--- config.mk ---
export PLATFORM = sky130hd
export DESIGN_NAME = framed_message_queue
export DESIGN_NICKNAME = d
export VERILOG_FILES = /design/src/rtl/fmq_pkg.sv /design/src/rtl/fmq_byte_ram.sv /design/src/rtl/framed_message_queue.sv
export SDC_FILE = /design/constraint.sdc
export NUM_CORES = 1
export LEC_CHECK = 0
export BUFFER_PORTS_ARGS = -buffer_cell sky130_fd_sc_hd__buf_2
export CAP_MARGIN = 20
export CORE_MARGIN = 8
export CORE_UTILIZATION = 30
export CTS_CLUSTER_SIZE = 12
export DETAILED_ROUTE_END_ITERATION = 12
export SLEW_MARGIN = 25
export SYNTH_ARGS = -nofsm -noshare
export SYNTH_HDL_FRONTEND = slang
export SYNTH_SLANG_ARGS = --single-unit
--- constraint.sdc ---
create_clock -name clk -period 13.4 [get_ports clk]
set_clock_uncertainty 0.15 [all_clocks]
set_input_delay 2.68 -clock clk [delete_from_list [all_inputs] [get_ports clk]]
set_output_delay 2.68 -clock clk [all_outputs]
set_load 0.01 [all_outputs]
--- src/rtl/fmq_pkg.sv ---
package fmq_pkg;

  typedef enum logic [0:0] {
    FUNC_WRITE = 1'b0,
    FUNC_READ  = 1'b1
  } func_t;

  typedef enum logic [1:0] {
    ST_OK     = 2'd0,
    ST_REJECT = 2'd1,
    ST_EMPTY  = 2'd2
  } status_t;

endpackage

--- src/rtl/fmq_byte_ram.sv ---
// Byte ring storage: one write port, one read port, registered read data.
module fmq_byte_ram #(
  parameter int DEPTH = 128,
  localparam int AW = $clog2(DEPTH)
) (
  input  logic          clk,
  input  logic          we,
  input  logic [AW-1:0] waddr,
  input  logic [7:0]    wdata,
  input  logic [AW-1:0] raddr,
  output logic [7:0]    rdata
);

  logic [7:0] mem [DEPTH];

  always_ff @(posedge clk) begin
    if (we) begin
      mem[waddr] <= wdata;
    end
    rdata <= mem[raddr];
  end

endmodule

--- src/rtl/framed_message_queue.sv ---
// Framed message queue: a byte ring that holds whole messages, plus a small
// ring of end-of-record marks (index of each complete message's last byte).
//
// Input channel: an item is taken on a rising edge with start high and busy
// low. func selects a byte write or a read of the oldest complete message.
// Result channel: every result is shown for exactly one cycle with strobe
// high; run_last flags the final result of an item. msg_count and free_bytes
// always show the queue as it stands after the item.
//
// Timing: a write gives its single result from the registered S_WRITE state,
// and busy drops in the cycle its result is shown. A read first passes a
// setup state (mark lookup, length and pointer update), then streams the
// message out of the byte RAM one byte per cycle; the registered RAM read
// and the output register lie between the run state and each shown byte,
// and busy drops in the cycle the last byte is shown. An empty read or a
// zero copy limit gives one result, straight from the setup state. The
// single RAM read port sets the one byte per cycle stream rate.
// Reset (rst, synchronous) empties both rings and clears the drop state; the
// byte and mark storage is not cleared. The receiver cannot stall: results
// are never held back.
module framed_message_queue import fmq_pkg::*; #(
  parameter int BUF_DEPTH  = 128,
  parameter int MARK_DEPTH = 8,
  parameter int MAX_RUN    = 64
) (
  input  logic       clk,
  input  logic       rst,
  input  logic       start,
  output logic       busy,
  input  logic       func,
  input  logic [7:0] wr_byte,
  input  logic       wr_first,
  input  logic       wr_last,
  input  logic [7:0] msg_len,
  input  logic [6:0] copy_limit,
  output logic       strobe,
  output logic [7:0] rd_byte,
  output logic       rd_valid,
  output logic       run_last,
  output logic [1:0] status,
  output logic [7:0] full_len,
  output logic [2:0] msg_count,
  output logic [7:0] free_bytes
);

  localparam int BA  = $clog2(BUF_DEPTH);       // byte ring index
  localparam int CW  = $clog2(BUF_DEPTH + 1);   // byte count / length
  localparam int MA  = $clog2(MARK_DEPTH);      // mark ring index
  localparam int MCW = $clog2(MARK_DEPTH);      // mark count, max MARK_DEPTH-1
  localparam int RW  = $clog2(MAX_RUN + 1);     // copy run counter

  typedef enum logic [2:0] {
    S_IDLE,
    S_WRITE,
    S_RD_SETUP,
    S_RD_RUN,
    S_RD_TAIL
  } state_t;

  state_t state;

  // ring state
  logic [BA-1:0]  byte_rd_ptr;
  logic [BA-1:0]  byte_wr_ptr;
  logic [CW-1:0]  byte_count;
  logic [BA-1:0]  mark_store [MARK_DEPTH];
  logic [MA-1:0]  mark_rd_ptr;
  logic [MA-1:0]  mark_wr_ptr;
  logic [MCW-1:0] mark_count;
  logic           dropping;

  // captured item
  logic       op_first;
  logic       op_last;
  logic [7:0] op_byte;
  logic [7:0] op_len;
  logic [6:0] op_limit;

  // read sequencer
  logic [BA-1:0] cp;
  logic [RW-1:0] remaining;
  logic [CW-1:0] flen;
  logic          pend;
  logic          pend_last;
  logic [7:0]    ram_q;

  // write decision
  logic [CW-1:0] free_cnt;
  logic          mark_full;
  logic          drop_now;
  logic          wr_ok;
  status_t       wr_status;
  logic [BA-1:0] wr_ptr_next;
  logic [MA-1:0] mark_wr_next;

  // read setup
  logic [BA-1:0] mark_pos;
  logic [CW-1:0] len_calc;
  logic [RW-1:0] lim_sat;
  logic [RW-1:0] ncopy;
  logic [BA-1:0] rd_ptr_next;
  logic [MA-1:0] mark_rd_next;
  logic [BA-1:0] cp_next;

  assign busy       = (state != S_IDLE);
  assign msg_count  = 3'(mark_count);
  assign free_bytes = 8'(free_cnt);

  assign free_cnt  = CW'(BUF_DEPTH) - byte_count;
  assign mark_full = (mark_count >= MCW'(MARK_DEPTH - 1));

  always_comb begin
    if (op_first) begin
      drop_now = (16'(op_len) > 16'(free_cnt)) || mark_full;
    end else begin
      drop_now = dropping;
    end
    wr_ok = !drop_now && (byte_count < CW'(BUF_DEPTH)) && !(op_last && mark_full);
    wr_status = wr_ok ? ST_OK : ST_REJECT;
  end

  assign wr_ptr_next  = (byte_wr_ptr == BA'(BUF_DEPTH - 1)) ? '0 : byte_wr_ptr + 1'b1;
  assign mark_wr_next = (mark_wr_ptr == MA'(MARK_DEPTH - 1)) ? '0 : mark_wr_ptr + 1'b1;
  assign mark_rd_next = (mark_rd_ptr == MA'(MARK_DEPTH - 1)) ? '0 : mark_rd_ptr + 1'b1;
  assign mark_pos     = mark_store[mark_rd_ptr];
  assign rd_ptr_next  = (mark_pos == BA'(BUF_DEPTH - 1)) ? '0 : mark_pos + 1'b1;
  assign cp_next      = (cp == BA'(BUF_DEPTH - 1)) ? '0 : cp + 1'b1;

  // Message length from head pointer to end mark (wraps once) and copy count.
  always_comb begin
    if (byte_rd_ptr > mark_pos) begin
      len_calc = CW'(BUF_DEPTH + 1) + CW'(mark_pos) - CW'(byte_rd_ptr);
    end else begin
      len_calc = CW'(mark_pos) + CW'(1) - CW'(byte_rd_ptr);
    end
    lim_sat = (op_limit > 7'(MAX_RUN)) ? RW'(MAX_RUN) : RW'(op_limit);
    ncopy = (16'(len_calc) < 16'(lim_sat)) ? RW'(len_calc) : lim_sat;
  end

  fmq_byte_ram #(
    .DEPTH (BUF_DEPTH)
  ) u_ram (
    .clk   (clk),
    .we    (state == S_WRITE && wr_ok),
    .waddr (byte_wr_ptr),
    .wdata (op_byte),
    .raddr (cp),
    .rdata (ram_q)
  );

  // Mark ring storage, no reset.
  always_ff @(posedge clk) begin
    if (state == S_WRITE && wr_ok && op_last) begin
      mark_store[mark_wr_ptr] <= byte_wr_ptr;
    end
  end

  always_ff @(posedge clk) begin
    if (rst) begin
      state       <= S_IDLE;
      byte_rd_ptr <= '0;
      byte_wr_ptr <= '0;
      byte_count  <= '0;
      mark_rd_ptr <= '0;
      mark_wr_ptr <= '0;
      mark_count  <= '0;
      dropping    <= 1'b0;
      pend        <= 1'b0;
      pend_last   <= 1'b0;
      strobe      <= 1'b0;
      rd_valid    <= 1'b0;
      run_last    <= 1'b0;
    end else begin
      strobe <= 1'b0;
      pend   <= 1'b0;

      // the byte read when pend was set is now on ram_q
      if (pend) begin
        strobe   <= 1'b1;
        rd_byte  <= ram_q;
        rd_valid <= 1'b1;
        run_last <= pend_last;
        status   <= ST_OK;
        full_len <= 8'(flen);
      end

      case (state)
        S_IDLE: begin
          if (start) begin
            op_first <= wr_first;
            op_last  <= wr_last;
            op_byte  <= wr_byte;
            op_len   <= msg_len;
            op_limit <= copy_limit;
            state    <= (func == FUNC_READ) ? S_RD_SETUP : S_WRITE;
          end
        end
        S_WRITE: begin
          dropping <= drop_now;
          if (wr_ok) begin
            byte_wr_ptr <= wr_ptr_next;
            byte_count  <= byte_count + 1'b1;
            if (op_last) begin
              mark_wr_ptr <= mark_wr_next;
              mark_count  <= mark_count + 1'b1;
            end
          end
          strobe   <= 1'b1;
          rd_byte  <= '0;
          rd_valid <= 1'b0;
          run_last <= 1'b1;
          status   <= wr_status;
          full_len <= '0;
          state    <= S_IDLE;
        end
        S_RD_SETUP: begin
          if (mark_count == '0) begin
            strobe   <= 1'b1;
            rd_byte  <= '0;
            rd_valid <= 1'b0;
            run_last <= 1'b1;
            status   <= ST_EMPTY;
            full_len <= '0;
            state    <= S_IDLE;
          end else begin
            byte_rd_ptr <= rd_ptr_next;
            byte_count  <= (byte_count >= len_calc) ? byte_count - len_calc : '0;
            mark_rd_ptr <= mark_rd_next;
            mark_count  <= mark_count - 1'b1;
            cp          <= byte_rd_ptr;
            remaining   <= ncopy;
            flen        <= len_calc;
            if (ncopy == '0) begin
              // zero copy limit: message dropped, one status result
              strobe   <= 1'b1;
              rd_byte  <= '0;
              rd_valid <= 1'b0;
              run_last <= 1'b1;
              status   <= ST_OK;
              full_len <= 8'(len_calc);
              state    <= S_IDLE;
            end else begin
              state <= S_RD_RUN;
            end
          end
        end
        S_RD_RUN: begin
          cp        <= cp_next;
          remaining <= remaining - 1'b1;
          pend      <= 1'b1;
          pend_last <= (remaining == RW'(1));
          if (remaining == RW'(1)) begin
            state <= S_RD_TAIL;
          end
        end
        S_RD_TAIL: begin
          state <= S_IDLE;
        end
        default: begin
          state <= S_IDLE;
        end
      endcase
    end
  end

endmodule

==> results <==
- The highest fanout seen on the critical path is 14.
- After layout, the minimum clock period comes to 5.99 ns.
- The count of flip-flops with a built-in enable after synthesis is 1145.
- In this run the vertical extent of the chip is about 420 um.
- The global-route usage over all layers is 12.6%.
- The power density over the cells is 140 nW/um2.
- The total of hold buffers inserted after clock tree synthesis is 0.
- Based on the critical path, the design can be clocked at up to approximately 170 MHz.
- The tightest min-delay check is of the flip-flop to flip-flop type.
- The area growth from synthesis to final layout is 13.1%.
- The initial detailed-routing violation count is 2333.
- For this run, design rule violations remaining after detail routing come to 0.
- The power share of the clock group is 40.1%.
- The total negative setup slack is 0 ns.
- The largest vdd supply drop is 0.0000985 V.
- The internal portion of the total power is 6.04 mW.
- The design draws roughly 7.7 mW.
- The part of the total power dissipated in combinational logic is 6.3%.
- The number of cells on the worst reg-to-reg path is 16.
- The tool flagged a number of max-cap violations equal to 0.
- The leakage dissipation is 17.6 nW.
- Entering global routing, the biggest net connects 132 pins.
- For the pin with the worst max-slew slack, the measured transition is 1.02 ns.
- The number of post-CTS setup repair buffers is 0.
- The adder and majority cell fraction of the synthesized area is between 1 and 1.5%.
- The number of stages on the worst hold path is 1.
- The post-synthesis compound-gate area fraction is 6.15%.
- After synthesis, flip-flops and latches occupy 72.6% of the total area.
- The worst setup slack before clock tree synthesis is 7.35 ns.
- The number of fillers in the final layout is 15.3k.
- Clock-pin slew was measured on the worst setup and hold paths at 0.06 ns.
- The half-perimeter wire length after placement is 69300 um.
- The cell type with the highest aggregate area in the netlist is sky130_fd_sc_hd__edfxtp_1.
- The overall die width is 419 um.
- The total number of clock tree sinks is between 1k and 1.5k.
- The total count of max-transition violations in the final report came to 0.
- Cells with a size suffix above 1 make up around 17% of the layout.
- Leaving out filler cells and counting taps, the final layout contains between 5k and 6k.
- The number of clock buffers added by TritonCTS is 119.
- Synthesis produced approximately 2.9k cells.
- The number of placed instances, taps included, is 4983.
- The multiplexer fraction of the synthesized cell area is approximately an eighth.
- The number of different library cells in the post-synthesis netlist is 72.
- The main combinational cell family by area after synthesis is multiplexers.
- Of the total power, the share spent switching nets is 21.9%.
- Row generation in the floorplan step produced 148 rows.
- The number of vias after detailed routing is between 20k and 30k.
- The wire length per cell after detailed routing is between 20 and 25 um.
- Setup repair after global routing left no endpoint under its margin.
- The detailed-route vias per instance is 4.94.
- The initial antenna violation count is 0.
- The maximum number of buffers from clock root to sink is 3.
- 0 antenna diodes ended up in the layout.
- The total detailed-routing wirelength is around 110000 um.
- After clock tree synthesis, the repair step resized 0 gates.
- The number of H-tree levels is 3.
- For the worst-skew pair, the clock arrives at the later sink with an insertion delay of 0.70 ns.
- After the last flow step, the layout net total stands at 3015.
- For this design, the slowest cell found on the critical path is sky130_fd_sc_hd__dfxtp_1.
- The tightest hold path in the finished design has a slack of 0.326 ns.
- The fraction of registers with async set or reset after synthesis is 0%.
- The critical path's most frequent cell is sky130_fd_sc_hd__ha_1.
- Yosys attributes the largest share of cell area to sky130_fd_sc_hd__edfxtp_1, sky130_fd_sc_hd__mux4_2, sky130_fd_sc_hd__mux2i_1.
- The area inside the core boundary is roughly 160000 um2.
- The via count of the first global-routing pass is 25.5k.
- The most common flop cell mapped by yosys is sky130_fd_sc_hd__edfxtp_1.
- The most common cell in the synthesized netlist is sky130_fd_sc_hd__edfxtp_1.
- The worst path setup slack after routing is ~7.4 ns.
- The signal on the critical path passes through mux4_2 -> mux2i_1 -> ha_1 -> xnor2_1 -> ha_1 -> nor2_1 -> a211oi_2 -> nor2_1 -> xnor2_1 -> ha_1 -> a21o_1 -> a21oi_1 -> o211ai_4 -> mux2i_1 -> or2_1 -> a21oi_1.
- The worst max-slew margin expressed relative to the limit is 32.1%.
- The sort of element at the start of the critical path is a flip-flop.
- The count of input and output buffers is 61.
- The flow ran to the end, and the final reports show no timing, DRC or antenna violations.
- TritonCTS built the clock tree.
- The switching power of the nets is 1.69 mW.
- The cell at the root of the clock tree is sky130_fd_sc_hd__clkbuf_16.
- The top-level port count is just over 60.
- The worst setup path is of the flip-flop to flip-flop kind.
- The number of failing setup endpoints in the final timing report is 0.
- The required time reported for the critical path endpoint is 13.68 ns.
- The fraction of synthesized cell area taken by the top area cell type is 70.5%.
- The die area is 176000 um2.
- For this run, the slowest stage of the critical path takes 0.93 ns.
- The routability congestion estimate from global placement is 0.792.
- Summing the areas of all xor and xnor instances in the mapped netlist gives 0.698% of the synthesized area.
- The total grt overflow is 0.
- The ratio of final minimum period to clock period is between 40% and 50%.
- The number of warnings reported in the yosys synthesis log is 0.
- The data arrival time of the critical path is 6.27 ns.
- The count of nets left with antenna violations once routing finished came out at 0.
- The number of iterations in the first detailed-routing pass is 5.
- The synthesized netlist devotes 3.92% of its cell area to simple gates.
- The effective utilization at floorplan is 30.1%.
- In this run, synthesis produced a sequential element count of ~1.2k.
- Of the total power, registers draw between 50% and 60%.
- The hold violation total from the final report was 0.
- Sorting the synthesized cells by how often they occur yields sky130_fd_sc_hd__edfxtp_1, sky130_fd_sc_hd__mux2i_1, sky130_fd_sc_hd__nor2_1.
- After synthesis the cells add up to approximately 49000 um2.
- The critical path capture point type is a flip-flop.
- The synthesized netlist net count is slightly below 3k.
- The first global-routing pass estimated 170000 um of wire.
- After synthesis, the mean cell area works out to 17.1 um2.
==> worst paths after layout <==
check	startpoint	end	slack [ns]
max	flip-flop	rd_byte[3]$_DFFE_PN_	7.41
min reg2reg	rd_valid$_SDFF_PP0_	rd_valid$_SDFF_PP0_	0.33
min	rd_valid$_SDFF_PP0_	rd_valid$_SDFF_PP0_	0.33
max reg2reg	flip-flop	rd_byte[3]$_DFFE_PN_	7.41
==> through the flow <==
step                      cell area (um2)  utilization, %
final                               55200            34.1
after CTS                           55100            34.0
after floorplan                     48800               -
after global routing                55200            34.1
after detailed placement            51600            31.8
after global placement              51600            31.8
==> metal layers <==
layer  share of wire (%)  wire length [um]  track usage (%)
met4                 2.4              2700             3.55
met3                 5.9              6690             2.06
met2                  48             54400             20.6
met5                   0                 0                0
met1                  44             50400             17.4
==> layout by cell type (no fill, tap or decap), types with 4 or more instances in the layout <==
cell / instances
sky130_fd_sc_hd__o22ai_1: 67
sky130_fd_sc_hd__nand4_1: 9
sky130_fd_sc_hd__a31oi_1: 6
sky130_fd_sc_hd__nand3_1: 24
sky130_fd_sc_hd__o2bb2ai_1: 8
sky130_fd_sc_hd__and2_1: 5
sky130_fd_sc_hd__a21o_1: 12
sky130_fd_sc_hd__nor2_1: 184
sky130_fd_sc_hd__bufinv_16: 5
sky130_fd_sc_hd__nand2b_1: 5
sky130_fd_sc_hd__nor3_1: 20
sky130_fd_sc_hd__nand3b_1: 4
sky130_fd_sc_hd__nand2_1: 108
sky130_fd_sc_hd__o221ai_1: 64
sky130_fd_sc_hd__clkbuf_16: 120
sky130_fd_sc_hd__a211oi_1: 35
sky130_fd_sc_hd__clkinv_2: 7
sky130_fd_sc_hd__mux2i_1: 227
sky130_fd_sc_hd__or4_1: 6
sky130_fd_sc_hd__buf_4: 53
sky130_fd_sc_hd__inv_1: 51
sky130_fd_sc_hd__inv_6: 4
sky130_fd_sc_hd__and3_1: 6
sky130_fd_sc_hd__nor2b_1: 11
sky130_fd_sc_hd__xnor2_1: 26
sky130_fd_sc_hd__edfxtp_1: 1145
sky130_fd_sc_hd__buf_2: 61
sky130_fd_sc_hd__o21ai_0: 90
sky130_fd_sc_hd__ha_1: 53
sky130_fd_sc_hd__dfxtp_1: 51
sky130_fd_sc_hd__a21oi_1: 164
sky130_fd_sc_hd__clkinv_1: 17
sky130_fd_sc_hd__xor2_1: 11
sky130_fd_sc_hd__or3_1: 12
sky130_fd_sc_hd__clkbuf_1: 45
sky130_fd_sc_hd__mux2_2: 75
sky130_fd_sc_hd__mux4_2: 150
==> registers in the layout, summed over array words and instances, names as in the netlist, 8 cells and up, named ones only <==
register	count
u_ram.rdata	8
op_byte	8
u_ram.mem	1024
rd_byte	8
mark_store	56
full_len	8
byte_count	8
op_len	8
flen	8
==> power by group through the flow <==
stage / logic (mW) / clock network [mW] / registers, mW
6_report: 0.484 / 3.10 / 4.14
5_1_grt: 0.532 / 3.31 / 4.15
4_1_cts: 0.486 / 3.17 / 4.14
3_5_place_dp: 0.484 / 0 / 4.22
3_3_place_gp: 0.477 / 0 / 4.22
2_1_floorplan: 0.299 / 0 / 4.24
==> final cells by class <==
class	instances	area (um2)	area share, %
clock buffer	167	3200	5.80
clock inverter	36	347	0.628
inverter	52	195	0.354
multi-input combinational	1442	12500	22.6
sequential	1196	35400	64.2
tap	2175	2720	4.93
timing repair buffer	120	813	1.47
==> critical path, delay by kind of cell, from the launching register on <==
| kind | cells | cell delay [ns] |
|---|---|---|
| muxes | 3 | 1.25 |
| AOI/OAI and AO/OA | 5 | 1.08 |
| DFF | 1 | 0.93 |
| adders and majority gates | 3 | 0.92 |
| xor gates and xnor gates | 2 | 0.71 |
| and+or+nand+nor | 3 | 0.69 |
==> cell families after synthesis <==
| kind of cell | Yosys count |
|---|---|
| fa+ha+maj | 55 |
| flops | 1196 |
| buf+inv | 216 |
| compound gates | 477 |
| mux | 452 |
| simple gates | 420 |
| xor+xnor | 38 |
Note: power is estimated with default switching activity, not from simulation.
